--- src/rtl/core/spht_ram.sv ---
`timescale 1ns / 1ps
// Generic simple dual-port RAM: one write port, one registered read port.
// No dependencies.
module spht_ram #(
	parameter int WIDTH = 8,
	parameter int DEPTH = 16
) (
	input  logic                     clk,
	input  logic                     we,
	input  logic [$clog2(DEPTH)-1:0] waddr,
	input  logic [WIDTH-1:0]         wdata,
	input  logic                     re,
	input  logic [$clog2(DEPTH)-1:0] raddr,
	output logic [WIDTH-1:0]         rdata
);

	logic [WIDTH-1:0] mem_q [DEPTH];

	// write port
	always_ff @(posedge clk) begin
		if (we) begin
			mem_q[waddr] <= wdata;
		end
	end

	// registered read port
	always_ff @(posedge clk) begin
		if (re) begin
			rdata <= mem_q[raddr];
		end
	end

endmodule

--- config.mk ---
export PLATFORM = sky130hd
export DESIGN_NAME = spht_ram
export DESIGN_NICKNAME = d
export VERILOG_FILES = /design/src/rtl/core/spht_ram.sv
export SDC_FILE = /design/constraint.sdc
export NUM_CORES = 1
export LEC_CHECK = 0
export BUFFER_PORTS_ARGS = -buffer_cell sky130_fd_sc_hd__buf_2
export CAP_MARGIN = 25
export CORE_UTILIZATION = 60
export DETAILED_ROUTE_END_ITERATION = 8
export GPL_ROUTABILITY_DRIVEN = 0
export GPL_TIMING_DRIVEN = 0
export PLACE_DENSITY = 0.78
export SLEW_MARGIN = 5
export SYNTH_ARGS = -nofsm -noshare
export SYNTH_HDL_FRONTEND = slang
export SYNTH_SLANG_ARGS = --single-unit
export TNS_END_PERCENT = 20
--- constraint.sdc ---
create_clock -name clk -period 3.8 [get_ports clk]
set_input_delay 0.76 -clock clk [delete_from_list [all_inputs] [get_ports clk]]
set_output_delay 0.76 -clock clk [all_outputs]
set_load 0.02 [all_outputs]
==> impl_metrics.json <==
{
  "status": "completed",
  "startpoint_type": "input pin",
  "syn-cell-area_mm2": 0.005228,
  "max-clock-path-buffers": 2,
  "layout.nets": 296,
  "yosys_warnings": 0,
  "initial_utilization": 0.6268,
  "dpl.hpwl_um": 6351,
  "cts_inserted_buffers": 17,
  "cts_tree": "yes",
  "whs_path_depth": 1,
  "core_area_mm2": 0.008341,
  "syn_nets": 248,
  "grt_util_all_layers": 0.2560,
  "setup_tns_ps": 0,
  "synth_common_cells": "edfxtp_1 (136), mux4_2 (18), a22oi_1 (16)",
  "final-instance-count-excl-fill": 394,
  "critical_path.startpoint": "waddr[2]",
  "crit_top_cell": "buf_2",
  "antenna_found_initial": 0,
  "die_h_um": 95.34,
  "portBuffers": 25,
  "die_area_mm2": 0.009090,
  "ant_nets": 0,
  "hp-class": "input pin to flip-flop",
  "cts_hold_buffers": 0,
  "reg2reg_depth": 3,
  "remaining_drc_errors": 0,
  "diodes": 0,
  "root_buffer": "clkbuf_8",
  "clk-insertion-delay-late_ps": 510,
  "worstMarginPinSlew_ps": 845.4,
  "wl_um": 10270,
  "p_per_area_mw_per_mm2": 547.8,
  "drt_iter0_drc": 349,
  "cts_setup_buffers": 0,
  "first_pass_iters": 5,
  "crit_path_end_kind": "flip-flop",
  "synth.most_common_cell": "edfxtp_1",
  "max_stage_delay_ps": 650,
  "avgSynthCellArea_um2": 22.83,
  "drive_gt1_frac": 0.3010,
  "fin_skew_ps": 4.867,
  "period_share": 0.5685,
  "async_flop_share": 0,
  "finalHoldViolCount": 0,
  "post_cts_resized": 0,
  "cp.required_ps": 4010,
  "dieWidth_um": 95.34,
  "setup_viol_count_final": 0,
  "yosysTopAreaCellShare": 0.7812,
  "crit_slowest_cell": "nor3_1",
  "synth_edf_count": 136,
  "viasPerCell": 6.515,
  "std_cell_rows": 33,
  "crit_type": "input pin to flip-flop",
  "synth_ff_type": "edfxtp_1",
  "slew_violations": 0,
  "cp_data_arrival_time_ps": 2370,
  "min-delay-start": "re",
  "seq_area_frac_synth": 0.7812,
  "yosysTopAreaCell": "edfxtp_1",
  "clkTransAtPathRegs_ps": 60,
  "hold_slack_ps": 593.1,
  "synth_cell_types": 18,
  "post_drt_wl_per_cell_um": 26.06,
  "overflow": 0,
  "place_ws_ps": 1176,
  "fmax_mhz": 462.9,
  "ios": 27,
  "yosys-top-cells-area": "edfxtp_1 (78%), mux4_2 (7.8%), mux4_1 (7.0%)",
  "finalWorstSetupSlack_ps": 1640,
  "cts_sinks": 136,
  "slew_headroom": 0.4321,
  "grt_max_degree": 17,
  "synthCells": 229,
  "critPathMaxFanout": 5,
  "area_growth_pct": 15.39,
  "grt_pass1_vias": 2557,
  "p_leak_nw": 2.030,
  "worstPathCellList": "buf_2 > or3b_2 > nor3_1 > buf_2",
  "max_cap_viol_count": 0,
  "ir_drop_v": 0.0003327,
  "r2r_start": "mem_q[5][0]",
  "ys_ff_latch": 136,
  "dpl_cell_area_mm2": 0.005507,
  "h-tree-depth": 4,
  "vias": 2567,
  "stdcell_area_mm2": 0.006032,
  "fin_crit_ps": 2160,
  "rsz0062_at_grt": "no",
  "dp_cells": 363,
  "grt_pass1_wl_um": 15210
}
sequential cells by signal, summed over array words and instances, names as in the netlist:
register and cells:
rdata 8, mem_q 128
worst max-delay path, delay by kind of cell:
family	cells	cell delay, ps
and+or+nand+nor	2	1180
buffers and inverters	2	430
cells by family (layout without fill, tap and decap cells):
kind of cell           Yosys count  in the layout  share of synthesized area
buffers and inverters           10             70                    0.01651
AO/OA/AOI/OAI                   16             16                    0.02298
multiplexers                    32             32                     0.1479
AND/OR/NAND/NOR                 35             35                    0.03136
flip-flops                     136            136                     0.7812
stage by stage:
step,total power [mW],utilization
5_1_grt,3.390,0.7232
3_5_place_dp,1.896,0.6602
3_3_place_gp,1.885,0.6575
2_1_floorplan,1.823,-
4_1_cts,3.313,0.7232
6_report,3.304,0.7232
per-layer routing:
| metal | GRT usage | vias up | part of all wire |
|---|---|---|---|
| met5 | 0 | - | 0 |
| met4 | 0.09470 | 0 | 0.017 |
| met3 | 0.05423 | 22 | 0.080 |
| met2 | 0.4190 | 154 | 0.51 |
| met1 | 0.3434 | 1312 | 0.39 |
| li1 | - | 1079 | - |
final timing paths:
path,end,slack (ps)
worst max-delay path,mem_q[0][1],1640
worst min-delay path,rdata[6],590
worst max register to register,rdata[0],2180
worst min register to register,rdata[2],780
cell type report:
type | count | area, µm²
Timing Repair Buffer | 29 | 147.6
Multi-Input combinational cell | 83 | 1057
Tap cell | 105 | 131.4
Fill cell | 481 | 2308
Clock buffer | 17 | 414.1
Buffer | 10 | 86.33
Sequential cell | 136 | 4084
Clock inverter | 14 | 111.4
cells in the final DEF (no fill, tap or decap), types with 3 or more instances in the layout:
| cell | instances |
|---|---|
| nand2_1 | 9 |
| clkinvlp_4 | 3 |
| mux4_2 | 18 |
| clkinv_2 | 5 |
| clkbuf_16 | 16 |
| nor3_1 | 4 |
| buf_2 | 31 |
| nor2_1 | 13 |
| buf_6 | 3 |
| clkdlybuf4s25_2 | 3 |
| clkinv_4 | 3 |
| mux4_1 | 14 |
| edfxtp_1 | 136 |
| a22oi_1 | 16 |
report_power, final:
part	switching (mW)	internal [mW]	leakage, nW
combinational	0.102	0.0657	0.540
clock	0.585	0.852	0.254
sequential	0.00846	1.69	1.24
total	0.695	2.61	2.03
(Power assumes the default switching activity.)
