[src/rtl/core/spht_pkg.sv]
`timescale 1ns / 1ps
// Shared types, widths and codes for the strided-probe slot table core.
// No dependencies; imported by spht_rem and the top level.
package spht_pkg;

	// Defaults for the top-level parameters
	localparam int TABLE_SLOTS_DEF = 1024;
	localparam int ID_WIDTH_DEF    = 32;

	// Fixed field widths
	localparam int SLOT_W   = 10;
	localparam int COUNT_W  = 10;
	localparam int STATUS_W = 2;
	localparam int TSIZE_W  = 11;
	localparam int STEP_W   = 10;

	// Config port
	localparam int CFG_ADDR_W = 1;
	localparam int CFG_DATA_W = 11;
	localparam logic [CFG_ADDR_W-1:0] REG_TABLE_SIZE = 1'd0;
	localparam logic [CFG_ADDR_W-1:0] REG_PROBE_STEP = 1'd1;
	localparam logic [TSIZE_W-1:0] TABLE_SIZE_RST = 11'd1024;
	localparam logic [STEP_W-1:0]  PROBE_STEP_RST = 10'd1;

	// Operation kinds
	localparam logic KIND_INSERT = 1'b0;
	localparam logic KIND_DELETE = 1'b1;

	// Result status codes
	localparam logic [STATUS_W-1:0] ST_OK       = 2'd0;
	localparam logic [STATUS_W-1:0] ST_FULL     = 2'd1;
	localparam logic [STATUS_W-1:0] ST_NOTFOUND = 2'd2;

	// Remainder unit: one numerator bit per cycle
	localparam int MOD_STEPS = 10;
	localparam int MCNT_W    = $clog2(MOD_STEPS);

	// Control from sequencer to remainder unit
	typedef struct packed {
		logic load;
		logic run;
	} rem_ctl_t;

endpackage

[src/rtl/core/spht_rem.sv]
`timescale 1ns / 1ps
// Bit-serial remainder unit: num mod size, one numerator bit per cycle.
// Depends on spht_pkg.
module spht_rem
	import spht_pkg::*;
#(
	parameter int TABLE_SLOTS = TABLE_SLOTS_DEF
) (
	input  logic                                 clk,
	input  rem_ctl_t                             ctl,
	input  logic [STEP_W-1:0]                    num,
	input  logic [$clog2(TABLE_SLOTS+1)-1:0]     size,
	output logic [$clog2(TABLE_SLOTS)-1:0]       rem
);

	localparam int SW = $clog2(TABLE_SLOTS + 1);
	localparam int AW = $clog2(TABLE_SLOTS);

	logic [STEP_W-1:0] num_q;
	logic [AW-1:0]     rem_q;
	logic [SW:0]       trial;
	logic [SW:0]       size_x;

	// shift in next numerator bit, subtract size if it fits
	assign trial  = (SW+1)'({rem_q, num_q[STEP_W-1]});
	assign size_x = (SW+1)'(size);

	always_ff @(posedge clk) begin
		if (ctl.load) begin
			num_q <= num;
			rem_q <= '0;
		end else if (ctl.run) begin
			num_q <= {num_q[STEP_W-2:0], 1'b0};
			if (trial >= size_x) begin
				rem_q <= AW'(trial - size_x);
			end else begin
				rem_q <= AW'(trial);
			end
		end
	end

	assign rem = rem_q;

endmodule

[config.mk]
export PLATFORM = sky130hd
export DESIGN_NAME = spht_rem
export DESIGN_NICKNAME = d
export VERILOG_FILES = /design/src/rtl/core/spht_pkg.sv /design/src/rtl/core/spht_rem.sv
export SDC_FILE = /design/constraint.sdc
export NUM_CORES = 1
export LEC_CHECK = 0
export ABC_AREA = 1
export BUFFER_PORTS_ARGS = -buffer_cell sky130_fd_sc_hd__buf_2
export CORE_UTILIZATION = 55
export DETAILED_ROUTE_END_ITERATION = 8
export GPL_ROUTABILITY_DRIVEN = 0
export PLACE_DENSITY = 0.85
export REMOVE_ABC_BUFFERS = 1
export SLEW_MARGIN = 10
export SYNTH_ARGS = -nofsm -noshare
export SYNTH_HDL_FRONTEND = slang
export SYNTH_SLANG_ARGS = --single-unit
[constraint.sdc]
create_clock -name clk -period 4 [get_ports clk]
set_input_delay 0.4 -clock clk [delete_from_list [all_inputs] [get_ports clk]]
set_output_delay 0.4 -clock clk [all_outputs]
set_load 0.02 [all_outputs]
==> flow_summary.json <==
{
  "n_antenna_cell": 0,
  "rows": 19,
  "cts_buffers": 3,
  "outcome": "finished, final reports clean",
  "grt_pass1_wl_um": 5530,
  "power.density_nw_per_um2": 253,
  "worstSetupPathType": "flip-flop to flip-flop",
  "fmax_mhz": 462,
  "cts.sinks": 20,
  "rsz0062_at_grt": "no",
  "slowest_delay_ns": 0.48,
  "synth_top_area_share": 0.205,
  "area_delta_synth_final_pct": 13.1,
  "wire_per_inst_um": 11.1,
  "cp_top_family": "simple AND/OR/NAND/NOR gates",
  "arrival_ns": 2.41,
  "cts-root-buf": "clkbuf_4",
  "startpoint_type": "flip-flop",
  "synth_area_um2": 1580,
  "drive_gt1_frac": 0.200,
  "drv_cap": 0,
  "synth_cell_type_count": 25,
  "grt_pass1_vias": 1298,
  "placed_cell_area_um2": 1750,
  "fin_crit_sh": 0.542,
  "p_leak_nw": 1.07,
  "critPathLaunch": "rem[1]$_SDFFE_PP0P_",
  "worstSetupPathDepth": 10,
  "antenna_found_initial": 0,
  "yosys-top-cells-area": "nand2_1, edfxtp_1, dfxtp_1",
  "cp_slowest_cell": "nor2_2",
  "via_count": 1494,
  "drc_errors": 0,
  "ant_nets": 0,
  "final_area_um2": 1780,
  "ys_seq_elements": 20,
  "cts_resized": 0,
  "cts_setup_buffers": 0,
  "fin_nets": 302,
  "dp_hpwl_um": 2500,
  "design.die.area_um2": 3080,
  "ys_warn_count": 0,
  "synth_top_cell_by_area": "nand2_1",
  "timing.rr.start": "rem[1]$_SDFFE_PP0P_",
  "synth_async_sr_flop_share": 0,
  "via_per_inst": 5.05,
  "clk_latency_ns": 0.32,
  "ir_drop_uv": 277,
  "clkTransAtPathRegs_ns": 0.13,
  "power.total_mw": 0.452,
  "clock_path_buffers": 2,
  "die-width_um": 55.5,
  "core-area_um2": 2730,
  "start_util": 0.577,
  "holdBufCountCts": 0,
  "maxSlewViolCount": 0,
  "hold_violations": 0,
  "setup_viol": 0,
  "crit_path_end_kind": "flip-flop",
  "hp-class": "primary input to flip-flop",
  "crit_fanout": 12,
  "grt_overflow_total": 0,
  "synth_edf_count": 10,
  "htree_levels": 1,
  "grt_max_degree": 17,
  "drt-total-wl_um": 3270,
  "clock_skew_ns": 0.0126,
  "syn_avg_cell_area_um2": 6.80,
  "dr.pass1.iters": 4,
  "drt_first_iter_violations": 49,
  "finalSetupTns_ns": 0,
  "die_h_um": 55.5,
  "r2r_slack_ns": 1.83,
  "ys.flop_type": "edfxtp_1",
  "ff2ff_path_depth": 10,
  "ys_seq_area_frac": 0.317,
  "path_buf_inv": 0,
  "syn_inst": 232,
  "num_io_pins": 34,
  "final_util": 0.652,
  "min_period_ns": 2.17,
  "cts_tree": "done",
  "slew_headroom": 0.584,
  "ys_top_cells_by_count": "nand2_1, inv_1, nand3_1",
  "reg2reg_to": "rem[3]$_SDFFE_PP0P_",
  "required_ns": 4.25,
  "placed_cells": 292,
  "worstSetupEndpoint": "rem[3]$_SDFFE_PP0P_",
  "port_buffers": 33,
  "finalNonFillerCells": 296,
  "cp_cell_sequence": "ha_1, nand2_1, nor2_1, nand3_1, nand2_1, nor2_2, nand2_2, nand2_1, nand3_1, o21ai_1",
  "nFillCells": 263,
  "worst_pin_slew_ns": 0.623,
  "cpMostUsedCell": "nand2_1",
  "synth_most_common_cell": "nand2_1",
  "grtUsageTotal": 0.227
}
==> flip-flops by register name, summed over array words and instances (netlist names) <==
name   count
rem       10
num_q     10
==> where the power goes <==
| part | leakage (nW) | total, mW | internal (mW) | switching, mW |
|---|---|---|---|---|
| sequential | 0.186 | 0.234 | 0.229 | 0.00469 |
| clock | 0.0210 | 0.125 | 0.0558 | 0.0697 |
| combinational | 0.862 | 0.0923 | 0.0373 | 0.0550 |
| total | 1.07 | 0.452 | 0.322 | 0.129 |
==> worst min-delay path, stage by stage <==
cell     delay (ns)
buf_2          0.07
nand2_1        0.04
nand2_1        0.05
==> area by class of cell <==
class,count,area [µm²],share of cell area
multi-input combinational,164,877,0.492
inverter,44,165,0.0926
timing repair buffer,33,165,0.0926
sequential,20,500,0.281
clock buffer,4,36.3,0.0204
tap,31,38.8,0.0218
==> cell families (layout without fill, tap and decap cells) <==
| group | count (synthesis) | after routing | synth area share |
|---|---|---|---|
| DFF | 20 | 20 | 0.317 |
| AOI/OAI and AO/OA | 11 | 11 | 0.0397 |
| adders and majority gates | 12 | 12 | 0.100 |
| and+or+nand+nor | 138 | 138 | 0.400 |
| xor gates and xnor gates | 3 | 3 | 0.0167 |
| buffers and inverters | 48 | 81 | 0.126 |
==> through the flow <==
stage / hold slack [ns] / setup slack (ns)
2_1_floorplan: 0.487 / 2.13
6_report: 0.333 / 1.83
3_3_place_gp: 0.460 / 1.78
4_1_cts: 0.340 / 1.87
3_5_place_dp: 0.464 / 1.71
5_1_grt: 0.344 / 1.70
==> how the worst min path moves through the flow <==
| stage | cells after the start | to | slack (ns) | startpoint |
|---|---|---|---|---|
| finish | 3 | num_q[5]$_DFFE_PP_ | 0.33 | num[5] |
| global route | 3 | num_q[6]$_DFFE_PP_ | 0.34 | num[6] |
| CTS | 3 | num_q[0]$_SDFFCE_PN0P_ | 0.34 | num[0] |
| detailed placement | 2 | rem[9]$_SDFFE_PP0P_ | 0.46 | rem[9]$_SDFFE_PP0P_ |
| global placement | 2 | rem[9]$_SDFFE_PP0P_ | 0.46 | rem[9]$_SDFFE_PP0P_ |
| floorplan | 2 | num_q[1]$_DFFE_PP_ | 0.49 | num_q[0]$_SDFFCE_PN0P_ |
==> layer usage <==
metal  up-vias  wire length (µm)  part of all wire  global-route usage
li1        793                 -                 -                   -
met1       646              1560              0.48               0.305
met2        47              1440              0.44               0.360
met5         -                 0                 0                   0
met4         0                68             0.021              0.0750
met3         8               197             0.060              0.0539
==> cell usage in the layout, fill, tap and decap left out <==
| cell | count |
|---|---|
| o21ai_2 | 1 |
| nor2_1 | 8 |
| nand3b_1 | 2 |
| nand2_2 | 3 |
| nand3_2 | 6 |
| and2_1 | 1 |
| nand2_4 | 1 |
| inv_1 | 43 |
| o21ai_1 | 6 |
| or2_4 | 1 |
| a21oi_2 | 1 |
| clkinv_1 | 1 |
| a21oi_1 | 3 |
| nand4_1 | 3 |
| buf_2 | 33 |
| dfxtp_1 | 10 |
| xnor2_1 | 3 |
| nand2_1 | 86 |
| clkbuf_8 | 1 |
| ha_1 | 11 |
| nor2_2 | 3 |
| nand3_1 | 24 |
| clkbuf_4 | 3 |
| fa_1 | 1 |
| edfxtp_1 | 10 |
No activity file was read; power rests on OpenSTA's default activity.
